## src/sv/esdf_pkg.sv

```systemverilog
// Package for the escape byte-stuffing deframer: marker bytes, event codes,
// the result record and default sizes. No dependencies.
package esdf_pkg;

  localparam int BufferBytesDefault = 256;

  localparam logic [7:0] CH_START = 8'h53;  // 'S'
  localparam logic [7:0] CH_END   = 8'h45;  // 'E'
  localparam logic [7:0] CH_ESC   = 8'h2F;  // '/'

  localparam int IndexWidth  = 8;
  localparam int LengthWidth = 9;

  typedef enum logic [2:0] {
    EV_DATA      = 3'd0,
    EV_ESC       = 3'd1,
    EV_START     = 3'd2,
    EV_END       = 3'd3,
    EV_DISCARD   = 3'd4,
    EV_MALFORMED = 3'd5
  } event_t;

  typedef struct packed {
    logic                   synced;
    logic                   overflow;
    event_t                 event_res;
    logic [LengthWidth-1:0] frame_length;
    logic                   frame_done;
    logic [IndexWidth-1:0]  data_index;
    logic [7:0]             data_byte;
    logic                   data_valid;
  } result_t;

endpackage

```

## src/sv/esdf_decode.sv

```systemverilog
// Per-byte decision logic and the receiver state (sync, write count, escape).
// Depends on esdf_pkg.
module esdf_decode #(
  parameter int BUFFER_BYTES = esdf_pkg::BufferBytesDefault
) (
  input  logic             clk,
  input  logic             rst,
  input  logic             accept,
  input  logic [7:0]       rx_byte,
  output esdf_pkg::result_t result
);

  localparam int CountWidth = $clog2(BUFFER_BYTES + 1);
  localparam logic [CountWidth-1:0] BufLimit = CountWidth'(BUFFER_BYTES);

  logic                  in_sync, in_sync_next;
  logic [CountWidth-1:0] write_count, write_count_next;
  logic                  escape_pending, escape_pending_next;

  logic                  full;
  logic                  sync_eff;
  logic                  store;
  esdf_pkg::event_t      ev;
  logic [CountWidth+8:0] count_wide;

  assign full       = (write_count >= BufLimit);
  assign sync_eff   = in_sync & ~full;
  assign count_wide = {9'd0, write_count};

  always_comb begin
    in_sync_next        = sync_eff;
    write_count_next    = write_count;
    escape_pending_next = escape_pending;
    store               = 1'b0;
    ev                  = esdf_pkg::EV_DATA;
    if (!sync_eff) begin
      if (rx_byte == esdf_pkg::CH_START) begin
        in_sync_next        = 1'b1;
        write_count_next    = '0;
        escape_pending_next = 1'b0;
        ev                  = esdf_pkg::EV_START;
      end else begin
        ev = esdf_pkg::EV_DISCARD;
      end
    end else if (escape_pending) begin
      // An escape prefix makes the three special bytes plain data; any other
      // byte after it is a broken escape and drops sync.
      escape_pending_next = 1'b0;
      if (rx_byte == esdf_pkg::CH_START || rx_byte == esdf_pkg::CH_END ||
          rx_byte == esdf_pkg::CH_ESC) begin
        store = 1'b1;
      end else begin
        in_sync_next     = 1'b0;
        write_count_next = '0;
        ev               = esdf_pkg::EV_MALFORMED;
      end
    end else if (rx_byte == esdf_pkg::CH_START) begin
      write_count_next = '0;
      ev               = esdf_pkg::EV_START;
    end else if (rx_byte == esdf_pkg::CH_END) begin
      ev = esdf_pkg::EV_END;
    end else if (rx_byte == esdf_pkg::CH_ESC) begin
      escape_pending_next = 1'b1;
      ev                  = esdf_pkg::EV_ESC;
    end else begin
      store = 1'b1;
    end
    if (store) begin
      write_count_next = write_count + CountWidth'(1);
    end

    result.data_valid   = store;
    result.data_byte    = store ? rx_byte : 8'd0;
    result.data_index   = store ? count_wide[esdf_pkg::IndexWidth-1:0] : '0;
    result.frame_done   = (ev == esdf_pkg::EV_END);
    result.frame_length = (ev == esdf_pkg::EV_END) ?
                          count_wide[esdf_pkg::LengthWidth-1:0] : '0;
    result.event_res    = ev;
    result.overflow     = full;
    result.synced       = in_sync_next;
  end

  always_ff @(posedge clk) begin
    if (rst) begin
      in_sync        <= 1'b0;
      write_count    <= '0;
      escape_pending <= 1'b0;
    end else if (accept) begin
      in_sync        <= in_sync_next;
      write_count    <= write_count_next;
      escape_pending <= escape_pending_next;
    end
  end

endmodule

```

## src/sv/esdf_out_buf.sv

```systemverilog
// Two-entry output buffer (result register plus skid register) for results.
// Depends on esdf_pkg.
module esdf_out_buf (
  input  logic              clk,
  input  logic              rst,
  input  logic              in_valid,
  output logic              in_ready,
  input  esdf_pkg::result_t in_data,
  output logic              out_valid,
  input  logic              out_ready,
  output esdf_pkg::result_t out_data
);

  logic              skid_valid;
  esdf_pkg::result_t skid_data;
  logic              push;
  logic              pop;

  assign in_ready = ~skid_valid;
  assign push     = in_valid & in_ready;
  assign pop      = out_valid & out_ready;

  always_ff @(posedge clk) begin
    if (rst) begin
      out_valid  <= 1'b0;
      skid_valid <= 1'b0;
    end else if (!out_valid || pop) begin
      if (skid_valid) begin
        out_valid  <= 1'b1;
        skid_valid <= 1'b0;
      end else begin
        out_valid <= push;
      end
    end else if (push) begin
      skid_valid <= 1'b1;
    end
  end

  always_ff @(posedge clk) begin
    if (!out_valid || pop) begin
      out_data <= skid_valid ? skid_data : in_data;
    end else if (push) begin
      skid_data <= in_data;
    end
  end

endmodule

```

## src/sv/escape_byte_stuffing_deframer_top.sv

```systemverilog
// Top level of the escape byte-stuffing deframer: decision logic feeding a
// two-entry result buffer. Depends on esdf_pkg, esdf_decode, esdf_out_buf.
//
//   Channel   Direction  Carries
//   s_axis    in         one received link byte per request
//   m_axis    out        one result per request: payload byte, index, status
//
// Every accepted byte yields exactly one result. It shows on m_axis in the cycle
// after acceptance unless the result register still holds a stalled result, in
// which case it waits in the skid entry. A byte can be accepted every cycle;
// the only limit is the downstream side, since the result register plus one
// skid entry hold at most two results.
// Reset (rst, synchronous) drops sync, clears the write count and escape flag,
// and empties both buffer entries. When m_axis stalls, the skid entry fills and
// s_axis_tready falls on the next cycle until a result is taken.
module escape_byte_stuffing_deframer_top #(
  parameter int BUFFER_BYTES = esdf_pkg::BufferBytesDefault
) (
  input  logic        clk,
  input  logic        rst,
  input  logic        s_axis_tvalid,
  output logic        s_axis_tready,
  input  logic [7:0]  s_axis_tdata,   // [7:0] rx_byte
  output logic        m_axis_tvalid,
  input  logic        m_axis_tready,
  // [0] data_valid, [8:1] data_byte, [16:9] data_index, [25:17] frame_length,
  // [26] overflow, [27] synced, [31:28] zero
  output logic [31:0] m_axis_tdata,
  output logic        m_axis_tlast,   // frame_done
  output logic [2:0]  m_axis_tuser    // [2:0] event_res
);

  logic              accept;
  esdf_pkg::result_t decoded;
  esdf_pkg::result_t held;

  // The receiver state advances only on an accepted request.
  assign accept = s_axis_tvalid & s_axis_tready;

  esdf_decode #(
    .BUFFER_BYTES(BUFFER_BYTES)
  ) u_decode (
    .clk    (clk),
    .rst    (rst),
    .accept (accept),
    .rx_byte(s_axis_tdata),
    .result (decoded)
  );

  esdf_out_buf u_out_buf (
    .clk      (clk),
    .rst      (rst),
    .in_valid (s_axis_tvalid),
    .in_ready (s_axis_tready),
    .in_data  (decoded),
    .out_valid(m_axis_tvalid),
    .out_ready(m_axis_tready),
    .out_data (held)
  );

  // Pack the result fields onto the stream bus, lowest field in the lowest bits.
  assign m_axis_tdata = {4'd0, held.synced, held.overflow, held.frame_length,
                         held.data_index, held.data_byte, held.data_valid};
  assign m_axis_tlast = held.frame_done;
  assign m_axis_tuser = held.event_res;

endmodule

```

## config.mk

```make
export PLATFORM = sky130hd
export DESIGN_NAME = escape_byte_stuffing_deframer_top
export DESIGN_NICKNAME = d
export VERILOG_FILES = /design/src/sv/esdf_pkg.sv /design/src/sv/esdf_decode.sv /design/src/sv/esdf_out_buf.sv /design/src/sv/escape_byte_stuffing_deframer_top.sv
export SDC_FILE = /design/constraint.sdc
export NUM_CORES = 1
export LEC_CHECK = 0
export ABC_CLOCK_PERIOD_IN_PS = 4700
export BUFFER_PORTS_ARGS = -buffer_cell sky130_fd_sc_hd__buf_2
export CORE_MARGIN = 4
export CORE_UTILIZATION = 45
export CTS_BUF_LIST = sky130_fd_sc_hd__clkbuf_4 sky130_fd_sc_hd__clkbuf_8 sky130_fd_sc_hd__clkbuf_16
export CTS_CLUSTER_DIAMETER = 40
export DETAILED_ROUTE_END_ITERATION = 10
export PLACE_DENSITY = 0.65
export SLEW_MARGIN = 20
export SYNTH_ARGS = -nofsm -noshare
export SYNTH_HDL_FRONTEND = slang
export SYNTH_SLANG_ARGS = --single-unit
```

## constraint.sdc

```tcl
create_clock -name clk -period 4.7 [get_ports clk]
set_clock_uncertainty 0.2 [all_clocks]
set_input_delay 0.47 -clock clk [delete_from_list [all_inputs] [get_ports clk]]
set_output_delay 0.47 -clock clk [all_outputs]
set_load 0.1 [all_outputs]
```

==> impl_metrics.csv <==
group,metric,value,unit
run_status,status,"finished clean",
power,worst_ir_drop_vdd,0.126,mV
drt,post_drt_wl_per_cell,15.1,um
drt,drtIter0Drc,107,
floorplan,core,7290,sq um
cells_and_area,final_common_cell,"edfxtp_1",
power,comb_power_share,0.131,
setup_path,crit_path_end_kind,"register",
placement,dpl_worst_slack,1.94,ns
global_route,grt_pass1_vias,2024,
power,powerDensity,354,nW/um^2
setup_path,cp_slowest_stage_delay,0.53,ns
setup_path,path_cells,"buf_2, or3b_1, a211o_1, a21o_1, a21oi_4, and2_1, mux2_2",
sta,rsz0062_at_grt,"no",
placement,portBuffers,45,
cells_and_area,num-nets-final,310,
drt,drtAntennaViolNets,0,
yosys,syn_area_per_cell,13.6,sq um
sta,relSlewSlack,0.388,
sta,setup_ws,2.29,ns
power,sw_frac_of_total,0.285,
setup_path,crit_path_start,"s_axis_tdata[1]",
clock_network,postCtsResizedCells,0,
yosys,post_synth_num_cell_types,47,
global_route,antenna_found_initial,0,
sta,final.min_clock_period,2.41,ns
floorplan,die_area,9000,sq um
global_route,grt_busiest_layer,"met2",
cells_and_area,layout_common_cells,"edfxtp_1 (64), buf_2 (45), mux2_2 (28)",
clock_network,htree_levels,3,
yosys,yosysSeqAreaShare,0.642,
floorplan,die_y,94.9,um
min_path,hp-class,"in -> reg",
global_route,grt_pass1_wl,10100,um
power,power_frac_seq,0.557,
yosys,synth_cells,249,
clock_network,cts_sinks,77,
drt,dr.pass1.iters,4,
cells_and_area,diodes,0,
sta,final.period_utilization,0.512,
placement,dp_hpwl,3930,um
drt,vias,2031,
placement,placed_cells_incl_taps,384,
placement,postPlaceCellArea,3690,sq um
setup_path,path_class,"in -> reg",
global_route,overflow,0,
clock_network,cts_root_buf,"clkbuf_8",
cells_and_area,area_growth,13.6,%
setup_path,r2r-end,"u_decode.write_count[7]",
cells_and_area,drive_above_1_share,0.349,
clock_network,cts_tree,"built",
floorplan,row_count,31,
global_route,grt_usage,0.149,
setup_path,rr_startpoint,"u_out_buf.skid_valid",
sta,finalSetupTns,0,ns
cells_and_area,fin_util,0.529,
sta,worst_pin_slew,0.919,ns
sta,fmaxAchievable,416,MHz
power,p_clk_frac,0.312,
clock_network,post_cts_buffers,0,
placement,gp_congestion,0.831,
power,intPower,0.977,mW
sta,finalSetupViolations,0,
yosys,synth_edf_count,64,
global_route,met2_usage,0.233,
yosys,ys.flop_type,"edfxtp_1",
yosys,ys_ff_latch,77,
global_route,grt_max_degree,36,
global_route,use_met1,0.194,
setup_path,ff2ff_path_depth,7,
floorplan,ioPinCount,50,
cells_and_area,stdcell_count,400,
setup_path,crit_slowest_cell,"a21oi_4",
clock_network,cts_hold_buf,0,
yosys,syn-cell-area,3400,sq um
setup_path,crit_path_end,"u_out_buf.out_data[4]",
clock_network,clk_latency,0.34,ns
drt,wirelength,6030,um
yosys,yosysWarnings,0,
sta,slew_violations,0,
global_route,use_met3,0.0335,
yosys,synth-async-reset-ratio,0,
power,p_leak,1.58,nW
yosys,synthTopCellsByArea,"edfxtp_1 (57%), mux2_2 (9.3%), dfxtp_1 (7.7%)",
setup_path,required,4.72,ns
setup_path,r2r_setup_slack,2.43,ns
setup_path,start_kind,"primary input",
power,p_switching,0.389,mW
min_path,hold_depth,3,
setup_path,critPathArrivalTime,2.43,ns
clock_network,numCtsBuffers,9,
setup_path,crit_fanout,28,
cells_and_area,design_area,3860,sq um
drt,drc_errors,0,
run,drv_cap,0,
yosys,synth.top_cell.area_share,0.566,
yosys,synth_top_cell_by_area,"edfxtp_1",
drt,viasPerCell,5.08,
floorplan,die_w,94.9,um
floorplan,initial_core_util,0.466,
clock_network,clkSlewWorstSetupHoldPaths,0.08,ns
sta,hold_viol,0,
clock_network,clock_path_buffers,2,
-- layer usage --
layer	vias up	share of wire
met5	-	0
met4	0	0.018
met3	9	0.050
met2	58	0.48
met1	966	0.46
li1	998	-
-- cell usage after synthesis (2+ instances only) --
cell      instances
dfxtp_1          13
and2_1           16
nand2_1          11
ha_1              2
or3b_1            2
a21boi_1          3
clkbuf_1          5
buf_6             2
o21ai_0           2
buf_2             2
nor2b_1           2
nor4_1            5
buf_1             2
nor2_1           11
nand3_1           8
a21oi_1           7
edfxtp_1         64
o21ai_1           3
and2_4            7
and3_1            2
inv_1            12
nor3_1            3
buf_4             4
a22o_1            3
nand4b_1          2
o31ai_2           3
nand4_1           2
mux2_2           28
nand2b_1          4
a21o_1            2
-- worst min-delay path by stage --
stage | startpoint | endpoint | slack, ns
2_1_floorplan | u_decode.in_sync | u_decode.in_sync | 0.25
3_3_place_gp | u_decode.in_sync | u_decode.in_sync | 0.26
3_5_place_dp | u_decode.in_sync | u_decode.in_sync | 0.26
4_1_cts | s_axis_tvalid | u_out_buf.skid_valid | 0.24
5_1_grt | s_axis_tvalid | u_out_buf.out_valid | 0.26
6_report | s_axis_tvalid | u_out_buf.skid_valid | 0.25
-- worst max-delay path, delay by kind of cell --
kind / cells / cell delay [ns]
simple gates: 2 / 0.62
mux: 1 / 0.16
compound gates: 3 / 1.06
buf+inv: 1 / 0.12
-- final cells by class --
class                           count  area, sq um
Fill cell                         652         3430
Multi-Input combinational cell    149         1100
Clock inverter                      5         27.5
Inverter                           12         45.0
Clock buffer                       11          139
Timing Repair Buffer               47          240
Sequential cell                    77         2180
Tap cell                           99          124
-- power groups by stage --
stage               combinational, mW  clock [mW]  sequential [mW]
floorplan                      0.0409           0            0.890
global placement                0.179           0            0.776
detailed placement              0.179           0            0.777
CTS                             0.180       0.439            0.761
global route                    0.185       0.471            0.763
finish                          0.179       0.426            0.761
-- kinds of logic after synthesis --
group,share of synthesized area
other cells,0.00110
flops,0.642
buf+inv,0.0394
compound gates,0.0766
fa+ha+maj,0.00737
simple gates,0.140
mux,0.0928
-- metrics by stage --
stage                     hold WS (ns)  total power, mW
after floorplan                  0.245            0.931
after global placement           0.258            0.955
after detailed placement         0.261            0.956
after CTS                        0.239             1.38
after global routing             0.258             1.42
final                            0.255             1.37
-- registers in the layout (all words and copies together) (netlist names) --
register                 flops
u_decode.escape_pending      1
u_decode.in_sync             1
u_decode.write_count         9
u_out_buf.out_data          32
u_out_buf.out_valid          1
u_out_buf.skid_data         32
u_out_buf.skid_valid         1
(Power assumes the default switching activity.)
